<file path="src/rtl/sfs_pkg.sv">
// sfs_pkg: shared types and constants of the sprite frame sequencer
// configuration struct, register indexes, sequencer states, divider widths
// no dependencies
`timescale 1ns / 1ps

package sfs_pkg;

  // widths of the shared divider operands
  localparam int unsigned DVD_W = 14;
  localparam int unsigned DVS_W = 13;

  // register reset values
  localparam logic [6:0]  SHEET_COLUMNS_RST = 7'd12;
  localparam logic [10:0] CELL_WIDTH_RST    = 11'd64;
  localparam logic [10:0] CELL_HEIGHT_RST   = 11'd64;
  localparam logic [19:0] FRAME_DELAY_RST   = 20'd100000;

  // frame count limit of a clip
  localparam logic [12:0] FRAME_CNT_MAX = 13'd4096;

  typedef enum logic [1:0] {
    REG_SHEET_COLUMNS = 2'd0,
    REG_CELL_WIDTH    = 2'd1,
    REG_CELL_HEIGHT   = 2'd2,
    REG_FRAME_DELAY   = 2'd3
  } reg_idx_e;

  typedef struct packed {
    logic [6:0]  sheet_columns;
    logic [10:0] cell_width;
    logic [10:0] cell_height;
    logic [19:0] frame_delay_us;
  } cfg_t;

  typedef enum logic [3:0] {
    ST_IDLE,
    ST_UPDATE,
    ST_ACC_CHK,
    ST_N_MUL,
    ST_N_SUM,
    ST_ADVANCE,
    ST_DIV_ADV,
    ST_IDX,
    ST_DIV_IDX,
    ST_ABS,
    ST_DIV_RC,
    ST_OUT
  } state_e;

endpackage

</file>
<file path="src/rtl/sfs_apb_regs.sv">
// sfs_apb_regs: configuration registers behind an apb-style port
// uses sfs_pkg for the register indexes and the configuration struct
`timescale 1ns / 1ps

module sfs_apb_regs
  import sfs_pkg::*;
(
  input  logic        clk_i,
  input  logic        rst_ni,
  input  logic        psel,
  input  logic        penable,
  input  logic        pwrite,
  input  logic [3:0]  paddr,
  input  logic [31:0] pwdata,
  output logic [31:0] prdata,
  output logic        pready,
  output cfg_t        cfg_o
);

  cfg_t     cfg_q, cfg_d;
  reg_idx_e idx;
  logic     wr_en;

  assign idx    = reg_idx_e'(paddr[3:2]);
  assign wr_en  = psel && penable && pwrite;
  assign pready = 1'b1;
  assign cfg_o  = cfg_q;

  // register write decode
  always_comb begin
    cfg_d = cfg_q;
    if (wr_en) begin
      unique case (idx)
        REG_SHEET_COLUMNS: cfg_d.sheet_columns  = pwdata[6:0];
        REG_CELL_WIDTH:    cfg_d.cell_width     = pwdata[10:0];
        REG_CELL_HEIGHT:   cfg_d.cell_height    = pwdata[10:0];
        REG_FRAME_DELAY:   cfg_d.frame_delay_us = pwdata[19:0];
        default:           cfg_d = cfg_q;
      endcase
    end
  end

  always_ff @(posedge clk_i or negedge rst_ni) begin
    if (!rst_ni) begin
      cfg_q.sheet_columns  <= SHEET_COLUMNS_RST;
      cfg_q.cell_width     <= CELL_WIDTH_RST;
      cfg_q.cell_height    <= CELL_HEIGHT_RST;
      cfg_q.frame_delay_us <= FRAME_DELAY_RST;
    end else begin
      cfg_q <= cfg_d;
    end
  end

  // read mux
  always_comb begin
    unique case (idx)
      REG_SHEET_COLUMNS: prdata = {25'd0, cfg_q.sheet_columns};
      REG_CELL_WIDTH:    prdata = {21'd0, cfg_q.cell_width};
      REG_CELL_HEIGHT:   prdata = {21'd0, cfg_q.cell_height};
      REG_FRAME_DELAY:   prdata = {12'd0, cfg_q.frame_delay_us};
      default:           prdata = 32'd0;
    endcase
  end

endmodule

</file>
<file path="src/rtl/sfs_divider.sv">
// sfs_divider: restoring divider, one quotient bit per cycle
// shared by the frame wrap, frame index and cell row/column steps; no dependencies
`timescale 1ns / 1ps

module sfs_divider #(
  parameter int unsigned DW = 14,
  parameter int unsigned VW = 13
) (
  input  logic          clk_i,
  input  logic          rst_ni,
  input  logic          start_i,
  input  logic [DW-1:0] dividend_i,
  input  logic [VW-1:0] divisor_i,
  output logic          busy_o,
  output logic          done_o,
  output logic [DW-1:0] quot_o,
  output logic [VW-1:0] rem_o
);

  localparam int unsigned CNT_W = $clog2(DW + 1);

  logic [DW-1:0]    quot_q, quot_d;
  logic [VW-1:0]    rem_q, rem_d;
  logic [VW-1:0]    dvs_q, dvs_d;
  logic [CNT_W-1:0] cnt_q, cnt_d;
  logic             busy_q, busy_d;
  logic             done_q, done_d;
  logic [VW:0]      trial;
  logic [VW:0]      diff;
  logic             fits;

  // one trial subtraction per cycle
  assign trial = {rem_q, quot_q[DW-1]};
  assign fits  = trial >= {1'b0, dvs_q};
  assign diff  = trial - {1'b0, dvs_q};

  always_comb begin
    quot_d = quot_q;
    rem_d  = rem_q;
    dvs_d  = dvs_q;
    cnt_d  = cnt_q;
    busy_d = busy_q;
    done_d = 1'b0;
    if (start_i) begin
      quot_d = dividend_i;
      rem_d  = '0;
      dvs_d  = divisor_i;
      cnt_d  = CNT_W'(DW);
      busy_d = 1'b1;
    end else if (busy_q) begin
      rem_d  = fits ? diff[VW-1:0] : trial[VW-1:0];
      quot_d = {quot_q[DW-2:0], fits};
      cnt_d  = cnt_q - 1'b1;
      if (cnt_q == CNT_W'(1)) begin
        busy_d = 1'b0;
        done_d = 1'b1;
      end
    end
  end

  always_ff @(posedge clk_i or negedge rst_ni) begin
    if (!rst_ni) begin
      busy_q <= 1'b0;
      done_q <= 1'b0;
      cnt_q  <= '0;
    end else begin
      busy_q <= busy_d;
      done_q <= done_d;
      cnt_q  <= cnt_d;
    end
  end

  always_ff @(posedge clk_i) begin
    quot_q <= quot_d;
    rem_q  <= rem_d;
    dvs_q  <= dvs_d;
  end

  assign busy_o = busy_q;
  assign done_o = done_q;
  assign quot_o = quot_q;
  assign rem_o  = rem_q;

endmodule

</file>
<file path="src/rtl/sprite_frame_sequencer_top.sv">
// sprite_frame_sequencer_top: sequencer, clip state and output register
// uses sfs_pkg, sfs_apb_regs and sfs_divider
`timescale 1ns / 1ps

// Steps a sprite-sheet animation. One input channel (valid/stall) carries
// select items (func 1: load a clip unless the same id is already playing)
// and tick items (func 0: add elapsed microseconds, advance a frame once the
// delay is reached). Every item gives one result on the output channel: the
// displayed cell, its pixel origin, the frame number and the done flag.
// Configuration registers sit behind the apb-style port at 0x0..0xc.
// An item runs through seven fixed states (update, delay check, two frame
// count states, step, index, cell address), one pass of the shared
// restoring divider for the cell row/column (14 quotient bits) and the
// output load. A loop wrap past the count, or a frame counter outside the
// clip (registers changed mid clip), adds one more divider pass for the
// frame; both never fall on the same item. One item is in work at a time;
// in_stall_o is high from the transfer until the result is loaded into the
// output register.
// The output register holds a result while out_stall_i is high; the next item
// may already be taken and runs until its own result is due.
// Reset clears the clip state (no clip active, loop on) and loads the
// register reset values.

module sprite_frame_sequencer_top
  import sfs_pkg::*;
#(
  parameter int unsigned MAX_COLUMNS = 64,
  parameter int unsigned MAX_ROWS    = 64
) (
  input  logic        clk_i,
  input  logic        rst_ni,
  // configuration port
  input  logic        psel,
  input  logic        penable,
  input  logic        pwrite,
  input  logic [3:0]  paddr,
  input  logic [31:0] pwdata,
  output logic [31:0] prdata,
  output logic        pready,
  // input channel
  input  logic        in_valid_i,
  output logic        in_stall_o,
  input  logic        func_i,
  input  logic [19:0] elapsed_us_i,
  input  logic [7:0]  clip_id_i,
  input  logic [5:0]  first_row_i,
  input  logic [5:0]  first_col_i,
  input  logic [5:0]  last_row_i,
  input  logic [5:0]  last_col_i,
  input  logic        loop_on_i,
  input  logic        bounce_on_i,
  // output channel
  output logic        out_valid_o,
  input  logic        out_stall_i,
  output logic        rect_updated_o,
  output logic [11:0] frame_number_o,
  output logic [5:0]  cell_row_o,
  output logic [5:0]  cell_col_o,
  output logic [15:0] pixel_left_o,
  output logic [15:0] pixel_top_o,
  output logic        clip_done_o
);

  localparam int unsigned RW  = (MAX_ROWS > 1) ? $clog2(MAX_ROWS) : 1;
  localparam int unsigned TPW = RW + 11;
  localparam logic [DVD_W-1:0] ROW_MAX = DVD_W'(MAX_ROWS - 1);
  localparam logic [8:0]       COL_MAX = 9'(MAX_COLUMNS);

  cfg_t   cfg;
  state_e state_q, state_d;

  // captured item
  logic        func_q;
  logic [19:0] elapsed_q;
  logic [7:0]  id_in_q;
  logic [5:0]  fr_in_q, fc_in_q, lr_in_q, lc_in_q;
  logic        loop_in_q, bounce_in_q;

  // clip state
  logic        clip_active_q;
  logic [7:0]  current_id_q;
  logic [5:0]  first_row_q, first_col_q, last_row_q, last_col_q;
  logic        loop_flag_q, bounce_flag_q, moving_fwd_q;
  logic [11:0] frame_cnt_q;
  logic [31:0] acc_q;

  // per-item working registers
  logic              upd_q, adv_q;
  logic signed [14:0] prod_q;
  logic [12:0]       n_q;
  logic [11:0]       idx_q;
  logic [RW-1:0]     row_q;
  logic [6:0]        col_q;

  // output register
  logic        out_valid_q;
  logic        o_upd_q, o_done_q;
  logic [11:0] o_frame_q;
  logic [5:0]  o_row_q, o_col_q;
  logic [15:0] o_left_q, o_top_q;

  // divider hookup
  logic             div_start, div_busy, div_done;
  logic [DVD_W-1:0] div_dvd, div_quot;
  logic [DVS_W-1:0] div_dvs, div_rem;

  // combinational helpers
  logic [6:0]          c_eff;
  logic [32:0]         acc_sum;
  logic signed [6:0]   row_diff;
  logic signed [15:0]  n_sum;
  logic [12:0]         f_inc;
  logic [13:0]         abs_idx;
  logic [DVD_W-1:0]    row_clamp;
  logic [17:0]         left_prod;
  logic [TPW-1:0]      top_prod;
  logic [RW+5:0]       row_ext;
  logic                out_free;
  logic                done_calc;

  sfs_apb_regs u_regs (
    .clk_i   (clk_i),
    .rst_ni  (rst_ni),
    .psel    (psel),
    .penable (penable),
    .pwrite  (pwrite),
    .paddr   (paddr),
    .pwdata  (pwdata),
    .prdata  (prdata),
    .pready  (pready),
    .cfg_o   (cfg)
  );

  sfs_divider #(
    .DW (DVD_W),
    .VW (DVS_W)
  ) u_div (
    .clk_i      (clk_i),
    .rst_ni     (rst_ni),
    .start_i    (div_start),
    .dividend_i (div_dvd),
    .divisor_i  (div_dvs),
    .busy_o     (div_busy),
    .done_o     (div_done),
    .quot_o     (div_quot),
    .rem_o      (div_rem)
  );

  // effective column count, clamped to 1..MAX_COLUMNS
  always_comb begin
    c_eff = cfg.sheet_columns;
    if (c_eff == 7'd0) begin
      c_eff = 7'd1;
    end else if ({2'b00, cfg.sheet_columns} > COL_MAX) begin
      c_eff = COL_MAX[6:0];
    end
  end

  // datapath helpers
  assign acc_sum   = {1'b0, acc_q} + {13'd0, elapsed_q};
  assign row_diff  = signed'({1'b0, last_row_q}) - signed'({1'b0, first_row_q});
  assign n_sum     = 16'(prod_q) + signed'({10'd0, last_col_q})
                     - signed'({10'd0, first_col_q}) + 16'sd1;
  assign f_inc     = {1'b0, frame_cnt_q} + 13'd1;
  assign abs_idx   = 14'(first_row_q) * 14'(c_eff) + 14'(first_col_q) + 14'(idx_q);
  assign row_clamp = (div_quot > ROW_MAX) ? ROW_MAX : div_quot;
  assign left_prod = 18'(col_q) * 18'(cfg.cell_width);
  assign top_prod  = TPW'(row_q) * TPW'(cfg.cell_height);
  assign row_ext   = (RW + 6)'(row_q);
  assign out_free  = !(out_valid_q && out_stall_i);
  assign done_calc = loop_flag_q ? 1'b0 :
                     !clip_active_q ? 1'b1 :
                     ({1'b0, frame_cnt_q} >= (n_q - 13'd1));

  // next state
  always_comb begin
    state_d = state_q;
    unique case (state_q)
      ST_IDLE:    if (in_valid_i) state_d = ST_UPDATE;
      ST_UPDATE:  state_d = ST_ACC_CHK;
      ST_ACC_CHK: state_d = ST_N_MUL;
      ST_N_MUL:   state_d = ST_N_SUM;
      ST_N_SUM:   state_d = ST_ADVANCE;
      ST_ADVANCE: begin
        if (adv_q && !bounce_flag_q && loop_flag_q && (f_inc >= n_q)) begin
          state_d = ST_DIV_ADV;
        end else begin
          state_d = ST_IDX;
        end
      end
      ST_DIV_ADV: if (div_done) state_d = ST_IDX;
      ST_IDX: begin
        if ({1'b0, frame_cnt_q} < n_q) state_d = ST_ABS;
        else state_d = ST_DIV_IDX;
      end
      ST_DIV_IDX: if (div_done) state_d = ST_ABS;
      ST_ABS:     state_d = ST_DIV_RC;
      ST_DIV_RC:  if (div_done) state_d = ST_OUT;
      ST_OUT:     if (out_free) state_d = ST_IDLE;
      default:    state_d = ST_IDLE;
    endcase
  end

  // sequencer outputs: stall and divider requests
  always_comb begin
    in_stall_o = 1'b1;
    div_start  = 1'b0;
    div_dvd    = DVD_W'(frame_cnt_q);
    div_dvs    = n_q;
    unique case (state_q)
      ST_IDLE: in_stall_o = 1'b0;
      ST_ADVANCE: begin
        div_dvd   = DVD_W'(f_inc);
        div_start = adv_q && !bounce_flag_q && loop_flag_q && (f_inc >= n_q);
      end
      ST_IDX: begin
        div_start = ({1'b0, frame_cnt_q} >= n_q);
      end
      ST_ABS: begin
        div_dvd   = abs_idx;
        div_dvs   = DVS_W'(c_eff);
        div_start = 1'b1;
      end
      default: in_stall_o = 1'b1;
    endcase
  end

  always_ff @(posedge clk_i or negedge rst_ni) begin
    if (!rst_ni) begin
      state_q <= ST_IDLE;
    end else begin
      state_q <= state_d;
    end
  end

  // item capture
  always_ff @(posedge clk_i) begin
    if (state_q == ST_IDLE && in_valid_i) begin
      func_q      <= func_i;
      elapsed_q   <= elapsed_us_i;
      id_in_q     <= clip_id_i;
      fr_in_q     <= first_row_i;
      fc_in_q     <= first_col_i;
      lr_in_q     <= last_row_i;
      lc_in_q     <= last_col_i;
      loop_in_q   <= loop_on_i;
      bounce_in_q <= bounce_on_i;
    end
  end

  // clip state and frame stepping
  always_ff @(posedge clk_i or negedge rst_ni) begin
    if (!rst_ni) begin
      clip_active_q <= 1'b0;
      current_id_q  <= '0;
      first_row_q   <= '0;
      first_col_q   <= '0;
      last_row_q    <= '0;
      last_col_q    <= '0;
      loop_flag_q   <= 1'b1;
      bounce_flag_q <= 1'b0;
      moving_fwd_q  <= 1'b1;
      frame_cnt_q   <= '0;
      acc_q         <= '0;
      upd_q         <= 1'b0;
      adv_q         <= 1'b0;
    end else begin
      unique case (state_q)
        ST_UPDATE: begin
          upd_q <= 1'b0;
          adv_q <= 1'b0;
          if (func_q) begin
            if (!clip_active_q || id_in_q != current_id_q) begin
              clip_active_q <= 1'b1;
              current_id_q  <= id_in_q;
              first_row_q   <= fr_in_q;
              first_col_q   <= fc_in_q;
              last_row_q    <= lr_in_q;
              last_col_q    <= lc_in_q;
              loop_flag_q   <= loop_in_q;
              bounce_flag_q <= bounce_in_q;
              moving_fwd_q  <= 1'b1;
              frame_cnt_q   <= '0;
              acc_q         <= '0;
              upd_q         <= 1'b1;
            end
          end else if (clip_active_q) begin
            // saturating accumulate
            acc_q <= acc_sum[32] ? 32'hFFFF_FFFF : acc_sum[31:0];
          end
        end
        ST_ACC_CHK: begin
          if (!func_q && clip_active_q && acc_q >= {12'd0, cfg.frame_delay_us}) begin
            acc_q <= acc_q - {12'd0, cfg.frame_delay_us};
            adv_q <= 1'b1;
            upd_q <= 1'b1;
          end
        end
        ST_ADVANCE: begin
          if (adv_q) begin
            if (bounce_flag_q) begin
              // ping-pong
              if (n_q == 13'd1) begin
                frame_cnt_q  <= '0;
                moving_fwd_q <= 1'b1;
              end else if (moving_fwd_q) begin
                if (f_inc >= n_q) begin
                  frame_cnt_q  <= 12'(n_q - 13'd2);
                  moving_fwd_q <= 1'b0;
                end else begin
                  frame_cnt_q <= f_inc[11:0];
                end
              end else if (frame_cnt_q == 12'd0) begin
                frame_cnt_q  <= 12'd1;
                moving_fwd_q <= 1'b1;
              end else if ({1'b0, frame_cnt_q} > n_q) begin
                // a step back that still lands past the clip turns at the end
                frame_cnt_q  <= 12'(n_q - 13'd2);
                moving_fwd_q <= 1'b0;
              end else begin
                frame_cnt_q <= frame_cnt_q - 12'd1;
              end
            end else if (loop_flag_q) begin
              // wrap past the count goes through the divider
              if (f_inc < n_q) frame_cnt_q <= f_inc[11:0];
            end else if ({1'b0, frame_cnt_q} < (n_q - 13'd1)) begin
              frame_cnt_q <= f_inc[11:0];
            end
          end
        end
        ST_DIV_ADV: begin
          if (div_done) frame_cnt_q <= div_rem[11:0];
        end
        default: begin
          upd_q <= upd_q;
        end
      endcase
    end
  end

  // frame count, index and cell working registers
  always_ff @(posedge clk_i) begin
    unique case (state_q)
      ST_N_MUL: prod_q <= row_diff * signed'({1'b0, c_eff});
      ST_N_SUM: begin
        if (n_sum < 16'sd1) n_q <= 13'd1;
        else if (n_sum > signed'({3'b000, FRAME_CNT_MAX})) n_q <= FRAME_CNT_MAX;
        else n_q <= n_sum[12:0];
      end
      ST_IDX: begin
        if ({1'b0, frame_cnt_q} < n_q) idx_q <= frame_cnt_q;
      end
      ST_DIV_IDX: begin
        if (div_done) idx_q <= div_rem[11:0];
      end
      ST_DIV_RC: begin
        if (div_done) begin
          row_q <= row_clamp[RW-1:0];
          col_q <= div_rem[6:0];
        end
      end
      default: idx_q <= idx_q;
    endcase
  end

  // output register valid
  always_ff @(posedge clk_i or negedge rst_ni) begin
    if (!rst_ni) begin
      out_valid_q <= 1'b0;
    end else if (state_q == ST_OUT && out_free) begin
      out_valid_q <= 1'b1;
    end else if (!out_stall_i) begin
      out_valid_q <= 1'b0;
    end
  end

  // output register payload
  always_ff @(posedge clk_i) begin
    if (state_q == ST_OUT && out_free) begin
      o_upd_q   <= upd_q;
      o_done_q  <= done_calc;
      o_frame_q <= clip_active_q ? frame_cnt_q : 12'd0;
      o_row_q   <= clip_active_q ? row_ext[5:0] : 6'd0;
      o_col_q   <= clip_active_q ? col_q[5:0] : 6'd0;
      if (!clip_active_q) begin
        o_left_q <= 16'd0;
        o_top_q  <= 16'd0;
      end else begin
        o_left_q <= (32'(left_prod) > 32'd65535) ? 16'hFFFF : left_prod[15:0];
        o_top_q  <= (32'(top_prod) > 32'd65535) ? 16'hFFFF : 16'(top_prod);
      end
    end
  end

  assign out_valid_o    = out_valid_q;
  assign rect_updated_o = o_upd_q;
  assign frame_number_o = o_frame_q;
  assign cell_row_o     = o_row_q;
  assign cell_col_o     = o_col_q;
  assign pixel_left_o   = o_left_q;
  assign pixel_top_o    = o_top_q;
  assign clip_done_o    = o_done_q;

`ifndef SYNTHESIS
  // the divider is never busy while the block waits for an item
  a_idle_div: assert property (@(posedge clk_i) disable iff (!rst_ni)
    !in_stall_o |-> !div_busy)
    else $error("divider busy while idle");

  // a transfer in always starts the sequence
  a_accept_busy: assert property (@(posedge clk_i) disable iff (!rst_ni)
    (in_valid_i && !in_stall_o) |=> in_stall_o)
    else $error("block ready right after a transfer in");

  // an updated cell implies a clip has been loaded
  a_upd_active: assert property (@(posedge clk_i) disable iff (!rst_ni)
    (out_valid_o && rect_updated_o) |-> clip_active_q)
    else $error("rect update without an active clip");
`endif

endmodule
</file>
<file path="config.mk">
export PLATFORM = sky130hd
export DESIGN_NAME = sprite_frame_sequencer_top
export DESIGN_NICKNAME = d
export VERILOG_FILES = /design/src/rtl/sfs_pkg.sv /design/src/rtl/sfs_apb_regs.sv /design/src/rtl/sfs_divider.sv /design/src/rtl/sprite_frame_sequencer_top.sv
export SDC_FILE = /design/constraint.sdc
export NUM_CORES = 1
export LEC_CHECK = 0
export BUFFER_PORTS_ARGS = -buffer_cell sky130_fd_sc_hd__buf_2
export CAP_MARGIN = 5
export CORE_MARGIN = 2
export CORE_UTILIZATION = 35
export CTS_BUF_LIST = sky130_fd_sc_hd__clkbuf_4 sky130_fd_sc_hd__clkbuf_8
export CTS_CLUSTER_SIZE = 16
export DETAILED_ROUTE_END_ITERATION = 7
export GPL_TIMING_DRIVEN = 0
export HOLD_SLACK_MARGIN = 0.03
export SETUP_SLACK_MARGIN = 0.5
export SLEW_MARGIN = 20
export SYNTH_ARGS = -nofsm -noshare
export SYNTH_HDL_FRONTEND = slang
export SYNTH_SLANG_ARGS = --single-unit
</file>
<file path="constraint.sdc">
create_clock -name clk_i -period 5.7 [get_ports clk_i]
set_input_delay 0.285 -clock clk_i [delete_from_list [all_inputs] [get_ports clk_i]]
set_output_delay 0.285 -clock clk_i [all_outputs]
set_load 0.05 [all_outputs]
</file>
### Yosys cells after proc, flatten, opt, wreduce, memory -nomap -nowiden

Cells that the tools add are included.

| storage, ports and cells | value |
|---|---|
| input port bits | 98 |
| word-level logic and storage cells | 219 |
| bits in registers | 348 |

| operators by class | value |
|---|---|
| multiply operators | 4 |
| eq/ne operators | 33 |
| magnitude comparators | 15 |
| muxes and demuxes | 68 |
| reductions and logical operators | 37 |
| $add $sub $neg | 14 |

Operators with widths:

| operator | count |
|---|---|
| 12-bit 2-to-1 mux | 14 |
| 32-bit 2-to-1 mux | 5 |
| 32-bit one-hot mux with 4 select lines | 1 |
| 32-bit one-hot mux with 2 select lines | 1 |
| 4-bit one-hot mux with 12 select lines | 1 |
| 12-bit one-hot mux with 3 select lines | 1 |
| 32-bit by 20-bit adder with 33-bit output | 1 |
| 32-bit by 20-bit greater-or-equal comparator with 1-bit output | 1 |
| 16-bit 2-to-1 mux | 2 |
| 32-bit by 20-bit subtractor with 32-bit output | 1 |
| 14-bit 2-to-1 mux | 2 |
| 4-bit 2-to-1 mux | 7 |
| 14-bit one-hot mux with 2 select lines | 1 |
| 12-bit by 13-bit greater-or-equal comparator with 1-bit output | 2 |
| 12-bit by 13-bit < comparator with 1-bit output | 2 |
| 13-bit 2-to-1 mux | 2 |
| 12-bit one-hot mux with 2 select lines | 1 |
| 1-bit 2-to-1 mux | 23 |
| 7-bit 2-to-1 mux | 3 |
| 18-bit by 16-bit > comparator with 1-bit output, second input constant | 1 |
| 7-bit by 11-bit multiplier with 18-bit output | 1 |
| 17-bit by 16-bit > comparator with 1-bit output, second input constant | 1 |
| 6-bit by 11-bit multiplier with 17-bit output | 1 |
| 15-bit by 7-bit adder with 16-bit output | 1 |
| other kinds (50) | 95 |

### Depth between registers and ports, before layout

Gate-level depths: netlist (run 1).

| logic depth | value |
|---|---|
| word-level depth | 8 |
| depth in mapped cells | 24 |

### Modules after synthesis

From an unflattened synthesis (run 1), not the netlist that was laid out.

| second synthesis, totals | value |
|---|---|
| cells, all modules | 2961 |
| area, all modules | 28889.0 um2 |

Modules (own cells, without submodules):

| module | area an instance (um2) | instances | cells an instance |
|---|---|---|---|
| sprite_frame_sequencer_top | 23912.9 | 1 | 2557 |
| sfs_divider | 2651.3 | 1 | 251 |
| sfs_apb_regs | 2324.7 | 1 | 153 |

### Worst setup path after synthesis (run 1)

No wires, ideal clock.

| path | value |
|---|---|
| kind | register to register |
| start | register first_row_q[1] |
| end | register prod_q[13], data pin |
| cell stages (with the launch flop) | 21 |
| period minus slack after synthesis | 5899 ps |
| arrival | 5633 ps |
| path slack | -199 ps |
| path buffers | 0 |
| cells stage by stage | dfrtp_1 > clkinv_1 > fa_1 > a21o_1 > a21oi_1 > o21bai_1 > a21oi_1 > nand2_1 > fa_1 > fa_1 > fa_1 > inv_1 > fa_1 > ha_1 > a21oi_1 > o21bai_1 > a21oi_1 > o21bai_1 > a21oi_1 > nor4bb_1 > or3_1 |

| between the ends | value |
|---|---|
| cells in the longest elaborated chain, start to end | 2 |

Ends and longest elaborated chain:

| what | line | source |
|---|---|---|
| start: declaration | sprite_frame_sequencer_top.sv:82 | `logic [5:0] first_row_q, first_col_q, last_row_q, last_col_q;` |
| start signal: assignment | sprite_frame_sequencer_top.sv:276 | `first_row_q <= fr_in_q;` |
| 6-bit by 6-bit subtractor with 7-bit output | sprite_frame_sequencer_top.sv:161 | `assign row_diff = signed'({1'b0, last_row_q}) - signed'({1'b0, first_row_q});` |
| 7-bit by 8-bit multiplier with 15-bit output | sprite_frame_sequencer_top.sv:344 | `ST_N_MUL: prod_q <= row_diff * signed'({1'b0, c_eff});` |
| end signal: assignment | sprite_frame_sequencer_top.sv:344 |  |
| end: declaration | sprite_frame_sequencer_top.sv:89 | `logic signed [14:0] prod_q;` |

No other way between the ends.
A chain may end at the register's enable or synchronous reset.

### Worst setup path in the final report (run 1)

| path | value |
|---|---|
| start | register last_row_q[0] |
| end | register prod_q[13], data pin |

| between the ends | value |
|---|---|
| cells in the longest elaborated chain, start to end | 2 |

Ends and longest elaborated chain:

| what | line | source |
|---|---|---|
| start: declaration | sprite_frame_sequencer_top.sv:82 |  |
| start signal: assignment | sprite_frame_sequencer_top.sv:278 | `last_row_q <= lr_in_q;` |
| 6-bit by 6-bit subtractor with 7-bit output | sprite_frame_sequencer_top.sv:161 |  |
| 7-bit by 8-bit multiplier with 15-bit output | sprite_frame_sequencer_top.sv:344 |  |

No other way between the ends.

==> results of run 1 <==
repair_timing:
| item | in CTS | in global routing |
|---|---|---|
| pin swaps | 59 | 81 |
| setup buffers | 47 | 24 |
| cloned | 1 | 1 |
| hold buffers | 78 | 0 |
| endpoints found under the setup margin | 72 | 75 |
| gates resized for setup | 104 | 71 |
| endpoints found under the hold margin | 174 | 0 |
layer usage:
layer  share of wire (%)  wire length, um
met1                  45            38510
met2                  46            39020
met3                 5.8             4964
met4                 3.3             2800
met5               0.020               17
cells in the mapped netlist, types with 29 or more instances:
master / instances / area (um^2)
dfrtp_1: 130 / 3253
a211oi_1: 29 / 217.7
fa_1: 152 / 3043
inv_1: 337 / 1265
clkbuf_1: 91 / 341.6
edfxtp_1: 193 / 5796
o21ai_0: 151 / 755.7
nand2_1: 317 / 1190
nand3_1: 52 / 260.3
a21oi_1: 131 / 655.6
and2_1: 111 / 694.4
o21a_1: 55 / 412.9
nor3_1: 54 / 270.3
xnor2_1: 100 / 875.8
xor2_1: 38 / 332.8
mux2_2: 62 / 698.2
ha_1: 250 / 3128
nor2b_1: 33 / 206.5
nor2_1: 209 / 784.5
a31oi_1: 45 / 281.5
a21o_1: 53 / 397.9
metrics by stage:
step	hold WS (ps)	util, %	instance area, um^2
finish	91.09	42.50	34180
global route	106.9	42.50	34180
CTS	44.57	41.97	33750
detailed placement	289.0	38.22	30740
global placement	438.6	38.03	30580
floorplan	-10.59	-	28450
cell type report:
cell class / count / area [um^2]
repair buffers: 320 / 2311
clock inverters: 31 / 285.3
well taps: 1060 / 1326
inverters: 341 / 1294
multi-input cells: 2189 / 17570
plain buffers: 120 / 621.8
clock buffers: 92 / 1141
fillers: 7835 / 46240
flip-flops and latches: 348 / 9633
diodes: 1 / 2.502
flip-flops by register name, indices dropped and copies added (netlist names), 12 cells and up:
name,count
frame_number_o,12
u_div.rem_o,13
u_regs.cfg_o,49
pixel_left_o,16
pixel_top_o,16
idx_q,12
prod_q,15
acc_q,32
elapsed_q,20
u_div.quot_o,14
frame_cnt_q,12
n_q,13
u_div.dvs_q,13
worst paths after layout:
path                                     from               end  cells after the start
worst max-delay path            last_row_q[0]        prod_q[13]                     22
worst max register to register  last_row_q[0]        prod_q[13]                     22
worst min-delay path                 paddr[3]  u_regs.cfg_o[30]                      3
min in group asynchronous              rst_ni     last_col_q[5]                      2
max in group asynchronous              rst_ni  u_regs.cfg_o[44]                      3
worst min register to register     lc_in_q[4]     last_col_q[4]                      2
kinds of logic (layout without fill, tap and decap cells):
logic type	Yosys count	after routing	share of synthesized area [%]
flops	348	348	33.94
fa+ha+maj	402	402	21.76
mux	79	79	3.371
xor+xnor	138	138	4.262
buf+inv	461	904	6.349
other cells	2	14	0.02648
simple gates	929	929	15.70
compound gates	628	628	14.59
critical path, delay by kind of cell, from the launching register on:
kind | cells | cell delay (ps)
fa+ha+maj | 7 | 2780
flops | 1 | 360
simple gates | 3 | 640
buf+inv | 3 | 160
compound gates | 9 | 1270
==> summary.md, run 1 <==
| Metric | Value |
|---|---|
| Status | completed |
| Core area | about 80,000 um^2 |
| CP arrival | approximately 5900 ps |
| Tightest Hold Check Type | input pin to flop |
| Final hold violation count | 0 |
| Synthesized area per cell | 9.494 um^2 |
| Clock skew | 53.83 ps |
| Async S/R FF share, synth | between 40 and 50% |
| Congestion Overflow GR | 0 |
| Worst Setup Path Type | flop to flop |
| Post-synth EDFFs | around 190 |
| Met1 Use GR | 27.89% |
| Achievable Freq | 0.1826 GHz |
| CTS buffer count | 68 |
| First-pass GRT wire length | ~130,000 um |
| Largest fanout on the critical path | 3 |
| Max incr delay on CP | 570 ps |
| Commonest cells after routing, fill and taps aside | 325 x inv_1, 307 x nand2_1, 235 x ha_1 |
| Finished Layout Cells | roughly 4.5k |
| Cell Chain, Critical Path | inv_2 -> ha_4 -> inv_2 -> fa_2 -> a21o_1 -> a21oi_4 -> o21bai_4 -> a21oi_4 -> nand2_2 -> fa_1 -> fa_1 -> fa_1 -> inv_1 -> fa_1 -> ha_4 -> a21oi_4 -> o21bai_1 -> a21oi_2 -> o21bai_1 -> a21oi_2 -> nor4b_1 -> or3_1 |
| Clock tree buffer depth | 3 |
| Vias post-DR | 23.67k |
| Final nets | 3,888 |
| Die height | 288.6 um |
| Cells after Synth | about 3.0k |
| Final setup violation count | 0 |
| Number of synthesized register bits | roughly 350 |
| Largest net degree at the start of global routing | just under 80 |
| Worst-Margin Slew | ~1000 ps |
| Tcrit/Tclk final | 96.09% |
| Dpl cells | 4,227 |
| Grt met3 use | 3.167% |
| Initial core utilization | 35.26% |
| Met2 usage | between 30% and 40% |
| GRT Total Usage | 20.21% |
| Most used DFF post-synth | edfxtp_1 |
| Die width | between 200 and 300 um |
| WP data required | 6100 ps |
| Clk sinks | ~350 |
| Yosys warnings | 0 |
| Clock transition at path regs | 60 ps |
| Area grow syn2layout | 20.53% |
| Pre-antenna DRT Iters | 8 |
| Final setup margin | approximately 220 ps |
| Commonest non-fill, non-tap cell in the layout | inv_1 |
| Routed wire length | 85,310 um |
| Clk Latency, worst-skew pair | roughly 700 ps |
| Gr busiest metal | met2 |
| Post-DP HPWL | 64,400 um |
| DP Worst Slack | -432.8 ps |
| Number of vias per cell | 5.259 |
| Number of nets with antenna violations after routing | 0 |
| CP dominant cell by count | fa_1 |
| Share of layout cells above drive strength 1 | 17.90% |
| R2R Setup Slk | 220 ps |
| Area of the die | 83,310 um^2 |
| Number of global-route vias before repair | 22.97k |
| Crit start category | flop |
| Number of port buffers | about 160 |
| Setup TNS | 0 ps |
| DR DRC count | 0 |
| Crit path capture type | flop |
| GPL Wtd Cong | 0.9232 |
| Max-slew violation count | 0 |
| DR WL/cell | about 19 um |
| RSZ-0062 raised after global routing | true |
| Max H-tree Level | 3 |
| Max_cap viols | 0 |
| Slew headroom | 30.24% |
| Synth Cell Area | 28,360 um^2 |
| Root Driver | clkbuf_8 |
| Initial antenna violation count | 3 |
| Top-level port count | 191 |
| Distinct cells, synth | 90 |
| Post-synthesis sequential area ratio | about 34% |
| Slowest CP cell | fa_1 |
| Starting DRC count in detailed routing | 1,739 |
| Period minus WS final | between 5000 and 6000 ps |
| # rows | roughly 100 |
| CTS tree | yes |
Power of run 1 is left out: the tool's default activity adds up to more than one toggle a clock period on the data nets, which glitch-free logic cannot reach.
==> inputs of run 2 (changes only) <==
--- a/config.mk
+++ b/config.mk
@@ -8,7 +8,7 @@
 export BUFFER_PORTS_ARGS = -buffer_cell sky130_fd_sc_hd__buf_2
 export CAP_MARGIN = 5
 export CORE_MARGIN = 2
-export CORE_UTILIZATION = 35
+export CORE_UTILIZATION = 30
 export CTS_BUF_LIST = sky130_fd_sc_hd__clkbuf_4 sky130_fd_sc_hd__clkbuf_8
 export CTS_CLUSTER_SIZE = 16
 export DETAILED_ROUTE_END_ITERATION = 7
==> run 2 against run 1 <==
Against the previous run:
- clock skew fell by 9.2 ps
- clock-buffer cell count rose by 1
- critical path depth did not move
- fmax fell by 0.61%
- sequential cell count did not move
- global-route usage fell by 2.6 points
- hold slack improved by 19 ps
- setup slack got worse by 33 ps
- first-iteration DRC count rose by 12%
- die area rose by 16%
- routed wire length rose by 2.1%
==> summary.md, run 2 (synthesis gave the netlist of run 1 again) <==
| Metric | Value |
|---|---|
| Status | completed (unchanged) |
| Final hold violation count | 0 (unchanged) |
| Clock tree buffer depth | 3 (unchanged) |
| Metal3 WL | 5578 um (was 4964 um) |
| Commonest cells after routing, fill and taps aside | 318 x inv_1, 305 x nand2_1, 232 x ha_1 (was 325 x inv_1, 307 x nand2_1, 235 x ha_1) |
| Placed Area | 31,000 um^2 (was 30,740 um^2) |
| Reg2Reg Launch Point | last_row_q[0] (unchanged) |
| DR DRC count | 0 (unchanged) |
| Worst setup path end | prod_q[13] (unchanged) |
| FF+latch area | 9632 um^2 (was 9633 um^2) |
| Crit path from | last_row_q[0] (unchanged) |
| Largest register FFs | 49 (unchanged) |
| Max-slew violation count | 0 (unchanged) |
| First-pass GRT wire length | 134,900 um (was 131,300 um) |
| Max H-tree Level | 3 (unchanged) |
| DR top layer | met5 (unchanged) |
| Met1 WL | 39,140 um (was 38,510 um) |
| Fill cells | 9,365 (was 7,835) |
| Pre-antenna DRT Iters | 6 (was 8) |
| Finished Cell Area | 34,690 um^2 (was 34,180 um^2) |
| Post-DP HPWL | 65,670 um (was 64,400 um) |
| Vias post-DR | 23.60k (was 23.67k) |
| Tcrit/Tclk final | 96.68% (was 96.09%) |
| CP arrival | 5910 ps (was 5880 ps) |
| Number of vias per cell | 5.013 (was 5.259) |
| Multi-input logic area | 17,680 um^2 (was 17,570 um^2) |
| Number of nets with antenna violations after routing | 0 (unchanged) |
| Area of the die | 97,000 um^2 (was 83,310 um^2) |
| Clock transition at path regs | 60 ps (about the same) |
| WP data required | 6100 ps (about the same) |
| Critical path depth | 22 (unchanged) |
| Final nets | 3,895 (was 3,888) |
| R2R Setup Slk | 190 ps (was 220 ps) |
| Die height | 311.4 um (was 288.6 um) |
| Routed wire length | 87,140 um (was 85,310 um) |
| Share of layout cells above drive strength 1 | 18.78% (was 17.90%) |
| Clk Latency, worst-skew pair | 690 ps (about the same) |
| Period minus WS final | 5511 ps (was 5477 ps) |
| Worst-Margin Slew | 994.7 ps (was 1038 ps) |
| Final setup violation count | 0 (unchanged) |
| RSZ-0062 raised after global routing | true (unchanged) |
| Root Driver | clkbuf_8 (unchanged) |
| CTS tree | yes (unchanged) |
| Largest delay share family, worst path | adder cells (unchanged) |
| Starting DRC count in detailed routing | 1,947 (was 1,739) |
| Die width | 311.4 um (was 288.6 um) |
| Max incr delay on CP | 550 ps (was 570 ps) |
| DR WL/cell | 18.51 um (was 18.95 um) |
| Cell Chain, Critical Path | inv_2 -> ha_4 -> inv_4 -> fa_2 -> a21o_1 -> a21oi_4 -> buf_6 -> xnor2_4 -> nand2_2 -> fa_1 -> inv_2 -> fa_1 -> fa_1 -> fa_1 -> ha_4 -> inv_2 -> o21bai_1 -> a21oi_2 -> o21bai_1 -> a21oi_2 -> nor4b_2 -> or3_4 (was inv_2 -> ha_4 -> inv_2 -> fa_2 -> a21o_1 -> a21oi_4 -> o21bai_4 -> a21oi_4 -> nand2_2 -> fa_1 -> fa_1 -> fa_1 -> inv_1 -> fa_1 -> ha_4 -> a21oi_4 -> o21bai_1 -> a21oi_2 -> o21bai_1 -> a21oi_2 -> nor4b_1 -> or3_1) |
| Tightest Hold Check Type | input pin to flop (unchanged) |
| Top-level port count | 191 (unchanged) |
| Number of port buffers | 161 (unchanged) |
| Buf+Inv Stages, Crit Path | 5 (was 3) |
| Worst Setup Path Type | flop to flop (unchanged) |
| Reg2Reg Depth | 22 (unchanged) |
| Core area | 93,470 um^2 (was 80,420 um^2) |
| Largest fanout on the critical path | 4 (was 3) |
| Crit path capture type | flop (unchanged) |
| Area grow syn2layout | 22.32% (was 20.53%) |
| CTS buffer count | 68 (unchanged) |
| # rows | 112 (was 104) |
| Initial core utilization | 30.34% (was 35.26%) |
| Max_cap viols | 0 (unchanged) |
| GPL Wtd Cong | 0.9381 (was 0.9232) |
| Crit start category | flop (unchanged) |
| Clock skew | 44.61 ps (was 53.83 ps) |
| Met2 WL post-DR | 39,580 um (was 39,020 um) |
| CP dominant cell by count | fa_1 (unchanged) |
| Initial antenna violation count | 4 (was 3) |
| Largest net degree at the start of global routing | 94 (was 77) |
| Reg2reg end | prod_q[13] (unchanged) |
| Achievable Freq | 0.1815 GHz (was 0.1826 GHz) |
| Number of global-route vias before repair | 23.40k (was 22.97k) |
| Slew headroom | 33.68% (was 30.24%) |
| Commonest non-fill, non-tap cell in the layout | inv_1 (unchanged) |
| Slowest CP cell | fa_1 (unchanged) |
| GRT Total Usage | 17.66% (was 20.21%) |
| Congestion Overflow GR | 0 (unchanged) |
| Clk sinks | 348 (unchanged) |
-- run 2: per-stage QoR --
stage	util (%)	instances	hold slack (ps)	setup WS [ps]	TNS, ps
after floorplan	-	2998	-10.59	246.5	0
after global placement	32.98	4413	423.8	-451.7	-6200
after detailed placement	33.17	4422	257.3	-443.7	-6463
after CTS	36.39	4669	42.83	213.9	0
after global routing	37.11	4706	83.29	-36.02	-36.02
final	37.11	4707	109.8	189.4	0
-- run 2: layout make-up --
type / count / share of cell area, %
antenna: 2 / 0.01443
timing repair buffer: 327 / 6.883
clock buffer: 93 / 3.348
sequential: 348 / 27.77
multi-input combinational: 2189 / 50.97
inverter: 341 / 3.737
tap: 1254 / 4.523
buffer: 120 / 1.786
clock inverter: 33 / 0.9703
-- run 2: repair_timing --
| action | in CTS | in global routing |
|---|---|---|
| cloned | 1 | 0 |
| hold buffers | 78 | 0 |
| endpoints found under the hold margin | 164 | 0 |
| buffers inserted | 42 | 36 |
| pin swaps | 54 | 86 |
| setup endpoints to repair | 69 | 83 |
| resized for setup | 92 | 117 |
-- run 2: how the worst min path moves through the flow --
stage,startpoint,to,slack (ps),cells past startpoint
after floorplan,rst_ni,acc_q[0],-10,0
after global placement,upd_q,rect_updated_o,420,0
after detailed placement,rst_ni,last_col_q[5],260,1
after CTS,paddr[3],u_regs.cfg_o[30],40,3
after global routing,paddr[3],u_regs.cfg_o[30],80,3
final,paddr[3],u_regs.cfg_o[30],110,3
-- run 2: worst min-delay path, cell delays in order --
cell      delay (ps)
clkbuf_1         180
nand2_1          140
mux2_2           150
-- run 2: routing by layer --
metal	global-route usage, %	up-vias
met2	28.17	749
met5	0	-
met3	3.394	179
met1	23.89	11470
li1	-	11190
met4	6.050	4
Power of run 2 is left out for the same reason.
==> inputs of run 3 (changes only) <==
--- a/config.mk
+++ b/config.mk
@@ -18,4 +18,5 @@
 export SLEW_MARGIN = 20
 export SYNTH_ARGS = -nofsm -noshare
 export SYNTH_HDL_FRONTEND = slang
+export SYNTH_HIERARCHICAL = 1
 export SYNTH_SLANG_ARGS = --single-unit
==> run 3 against run 2 <==
Against the previous run:
- the run now ends with negative setup slack left
- first-iteration DRC count increased by 6.9%
- global-route usage decreased by 0.72 points
- sequential share of layout area decreased by 0.22 points
- hold slack improved by 26 ps
- clock skew increased by 6.5 ps
- die area increased by 1.9%
- setup slack got worse by 330 ps
- final cell count decreased by 0.93%
- core utilization decreased by 0.37 points
- register-to-register slack got worse by 330 ps
- critical path type unchanged
- critical endpoint is now prod_q[14]
==> summary.md, run 3 <==
| Metric | Value |
|---|---|
| Status | finished with violations (was completed) |
| Failing checks | negative setup slack |
| Dominant cell by count in the synthesized netlist | inv_1 (unchanged) |
| Number of synthesized register bits | 348 (unchanged) |
| Grt met3 use | 2.984% (was 3.394%) |
| Yosys top cell area share | 20.06% (was 20.44%) |
| Share of layout cells above drive strength 1 | 21.18% (was 18.78%) |
| Worst hold margin | 135.9 ps (was 109.8 ps) |
| Slew headroom | 28.36% (was 33.68%) |
| Commonest non-fill, non-tap cell in the layout | inv_1 (unchanged) |
| Number of nets with antenna violations after routing | 0 (unchanged) |
| Max H-tree Level | 3 (unchanged) |
| Setup TNS | -139.8 ps (was 0 ps) |
| Post-synthesis sequential area ratio | 33.31% (was 33.94%) |
| Largest delay share family, worst path | adder cells (unchanged) |
| Crit start category | flop (unchanged) |
| Clock skew | 51.09 ps (was 44.61 ps) |
| Synth top area cells | edfxtp_1 20%, dfrtp_1 11%, ha_1 11%, fa_1 11%, inv_1 4.3% (was edfxtp_1 20%, dfrtp_1 11%, ha_1 11%, fa_1 11%, inv_1 4.5%) |
| Largest register FFs | 49 (unchanged) |
| Cell Chain, Critical Path | inv_2 -> ha_4 -> inv_2 -> fa_2 -> a21o_1 -> a21oi_4 -> o21bai_4 -> a21oi_4 -> nand2_2 -> fa_1 -> fa_1 -> fa_1 -> fa_1 -> inv_2 -> ha_4 -> nor2b_4 -> o21a_1 -> o311a_1 -> o21a_1 -> o21a_1 -> o41a_1 -> xnor2_1 (was inv_2 -> ha_4 -> inv_4 -> fa_2 -> a21o_1 -> a21oi_4 -> buf_6 -> xnor2_4 -> nand2_2 -> fa_1 -> inv_2 -> fa_1 -> fa_1 -> fa_1 -> ha_4 -> inv_2 -> o21bai_1 -> a21oi_2 -> o21bai_1 -> a21oi_2 -> nor4b_2 -> or3_4) |
| Synthesized area per cell | 9.756 um^2 (was 9.494 um^2) |
| Buf+Inv Stages, Crit Path | 3 (was 5) |
| RSZ-0062 raised after global routing | true (unchanged) |
| Cell taking the most area after synthesis | edfxtp_1 (unchanged) |
| DR WL/cell | 18.20 um (was 18.51 um) |
| First-pass GRT wire length | 131,300 um (was 134,900 um) |
| Number of vias per cell | 4.971 (was 5.013) |
| Distinct cells, synth | 109 (was 90) |
| Number of global-route vias before repair | 23.03k (was 23.40k) |
| Finished Layout Cells | 4,663 (was 4,707) |
| Switching share of total power | 28.49% |
| Largest net degree at the start of global routing | 76 (was 94) |
| Vias post-DR | 23.18k (was 23.60k) |
| Sw Pwr | 1.842 mW |
| Async S/R FF share, synth | 40.80% (unchanged) |
| Final nets | 3,843 (was 3,895) |
| Met2 usage | 27.23% (was 28.17%) |
| Initial antenna violation count | 4 (unchanged) |
| CTS buffer count | 68 (unchanged) |
| Area of the die | 98,790 um^2 (was 97,000 um^2) |
| Clk Latency, worst-skew pair | 690 ps (about the same) |
| GPL Wtd Cong | 0.9135 (was 0.9381) |
| Post-layout util | 36.74% (was 37.11%) |
| Root Driver | clkbuf_8 (unchanged) |
| Die width | 314.3 um (was 311.4 um) |
| Clock transition at path regs | 60 ps (about the same) |
| GRT Total Usage | 16.94% (was 17.66%) |
| # rows | 113 (was 112) |
| Yosys warnings | 6 (was 0) |
| Pre-antenna DRT Iters | 6 (unchanged) |
| Clock power frac | a little over two fifths |
| Max incr delay on CP | 540 ps (was 550 ps) |
| Tcrit/Tclk final | 102.5% (was 96.68%) |
| Commonest cells after routing, fill and taps aside | 318 x inv_1, 281 x nand2_1, 233 x ha_1 (was 318 x inv_1, 305 x nand2_1, 232 x ha_1) |
| Worst Setup Path Type | flop to flop (unchanged) |
| Pint | ~4.6 mW |
| Max IR drop VDD | 0.0002122 V |
| Final setup margin | -139.8 ps (was 189.4 ps) |
| Tightest Hold Check Type | input pin to flop (unchanged) |
| Worst-Margin Slew | 1066 ps (was 994.7 ps) |
| CP arrival | 6250 ps (was 5910 ps) |
| Synth Cell Area | 28,890 um^2 (was 28,360 um^2) |
| DP Worst Slack | -556.4 ps (was -443.7 ps) |
| Largest fanout on the critical path | 4 (unchanged) |
| Met1 Use GR | 22.77% (was 23.89%) |
| Most used DFF post-synth | edfxtp_1 (unchanged) |
| Number of port buffers | 162 (was 161) |
| Gr busiest metal | met2 (unchanged) |
| Routed wire length | 84,860 um (was 87,140 um) |
| Area grow syn2layout | 21.02% (was 22.32%) |
| Die height | 314.3 um (was 311.4 um) |
| Power Dens Cells | 185.0 nW/um^2 |
| DR DRC count | 0 (unchanged) |
| Sequential share of power | 45.0% |
| Final hold violation count | 0 (unchanged) |
| Clk sinks | 348 (unchanged) |
| Max-slew violation count | 0 (unchanged) |
| Fill cells | 9,518 (was 9,365) |
| Multi-input logic area | 18,210 um^2 (was 17,680 um^2) |
| WP data required | 6110 ps (was 6100 ps) |
| FF+latch area | 9630 um^2 (was 9632 um^2) |
| Achievable Freq | 0.1712 GHz (was 0.1815 GHz) |
| Starting DRC count in detailed routing | 2,081 (was 1,947) |
| Congestion Overflow GR | 0 (unchanged) |
| Commonest cells in the netlist | 332 x inv_1, 289 x nand2_1, 253 x ha_1, 193 x edfxtp_1, 182 x nor2_1 (was 337 x inv_1, 317 x nand2_1, 250 x ha_1, 209 x nor2_1, 193 x edfxtp_1) |
| Cells after Synth | 2,961 (was 2,987) |
| Post-synth EDFFs | 193 (unchanged) |
| Slowest CP cell | fa_1 (unchanged) |
| Post-DP HPWL | 64,560 um (was 65,670 um) |
| CP dominant cell by count | fa_1 (unchanged) |
| CTS tree | yes (unchanged) |
| Clock tree buffer depth | 3 (unchanged) |
| Gate power share | around an eighth |
| Dpl cells | 4,406 (was 4,422) |
| Period minus WS final | 5840 ps (was 5511 ps) |
| Top-level port count | 191 (unchanged) |
| Crit path capture type | flop (unchanged) |
| Max_cap viols | 0 (unchanged) |
| Pleak | 15.88 nW |
| Initial core utilization | 30.36% (was 30.34%) |
| Final setup violation count | 1 (was 0) |
| Core area | 95,150 um^2 (was 93,470 um^2) |
==> run 3: cell types whose count changed after synthesis, moves of 14 or more <==
| cell | change |
|---|---|
| clkbuf_1 | -23 |
| a31oi_1 | -16 |
| buf_2 | +14 |
| mux2_2 | +40 |
| nand2_1 | -28 |
| and3_1 | +17 |
| a21oi_1 | +21 |
| and2_1 | +14 |
| nor2_1 | -27 |
| o21a_1 | -33 |
| a211oi_1 | -14 |
| o21ai_0 | -29 |
==> run 3: path summary, 6_finish.rpt <==
| check | startpoint | end | slack, ps | cells after the start |
|---|---|---|---|---|
| max in group asynchronous | rst_ni | loop_flag_q | 4640 | 3 |
| worst min register to register | upd_q | rect_updated_o | 460 | 0 |
| worst max-delay path | last_row_q[0] | prod_q[14] | -140 | 22 |
| worst max register to register | last_row_q[0] | prod_q[14] | -140 | 22 |
| min in group asynchronous | rst_ni | u_regs/cfg_o[12] | 150 | 2 |
| worst min-delay path | paddr[2] | u_regs/cfg_o[30] | 140 | 3 |
==> run 3: repair_timing <==
action / CTS / global route
endpoints found under the setup margin: 71 / 65
hold buffers: 77 / 0
resized for setup: 106 / 47
gates cloned: 1 / 0
endpoints found under the hold margin: 180 / 0
pin swaps: 49 / 34
setup buffers: 33 / 18
==> run 3: cells by family after synthesis <==
family / after synthesis / share of synthesized area (%)
and+or+nand+nor: 894 / 15.22
AOI/OAI and AO/OA: 586 / 13.80
buffers and inverters: 450 / 6.310
adders and majority gates: 405 / 21.49
DFF: 348 / 33.31
xor gates and xnor gates: 148 / 4.487
muxes: 128 / 5.353
other: 2 / 0.02600
==> run 3: cell type report <==
cell class / count / share of cell area [%]
antenna: 3 / 0.02147
buffer: 117 / 1.847
clock buffer: 99 / 3.504
clock inverter: 26 / 0.7337
inverter: 333 / 3.597
multi-input combinational: 2174 / 52.09
sequential: 348 / 27.55
tap: 1265 / 4.527
timing repair buffer: 298 / 6.138
==> run 3: power by group through the flow <==
stage / Clock [mW] / Combinational (mW) / Sequential, mW
finish: 2.79 / 0.769 / 2.91
floorplan: 0 / 0.461 / 2.86
CTS: 2.87 / 0.748 / 2.90
detailed placement: 0 / 0.669 / 2.95
global placement: 0 / 0.661 / 2.95
global route: 2.98 / 0.816 / 2.92
==> run 3: routing by layer <==
layer | vias to the layer above | part of all wire, %
met5 | - | 0.019
met4 | 2 | 3.4
met3 | 169 | 6.0
met2 | 706 | 46
met1 | 11280 | 45
li1 | 11030 | -
==> run 3: tightest hold or removal path: stages <==
cell and delay, ps:
buf_2 180, nor3b_1 90, mux2_2 210
==> run 3: per-stage QoR <==
step                cell area [um^2]  power, mW
CTS                            34600      6.525
finish                         34960      6.467
floorplan                      29050      3.323
global placement               31450      3.611
detailed placement             31650      3.623
global route                   34960      6.718
No activity file was read; power rests on OpenSTA's default activity.
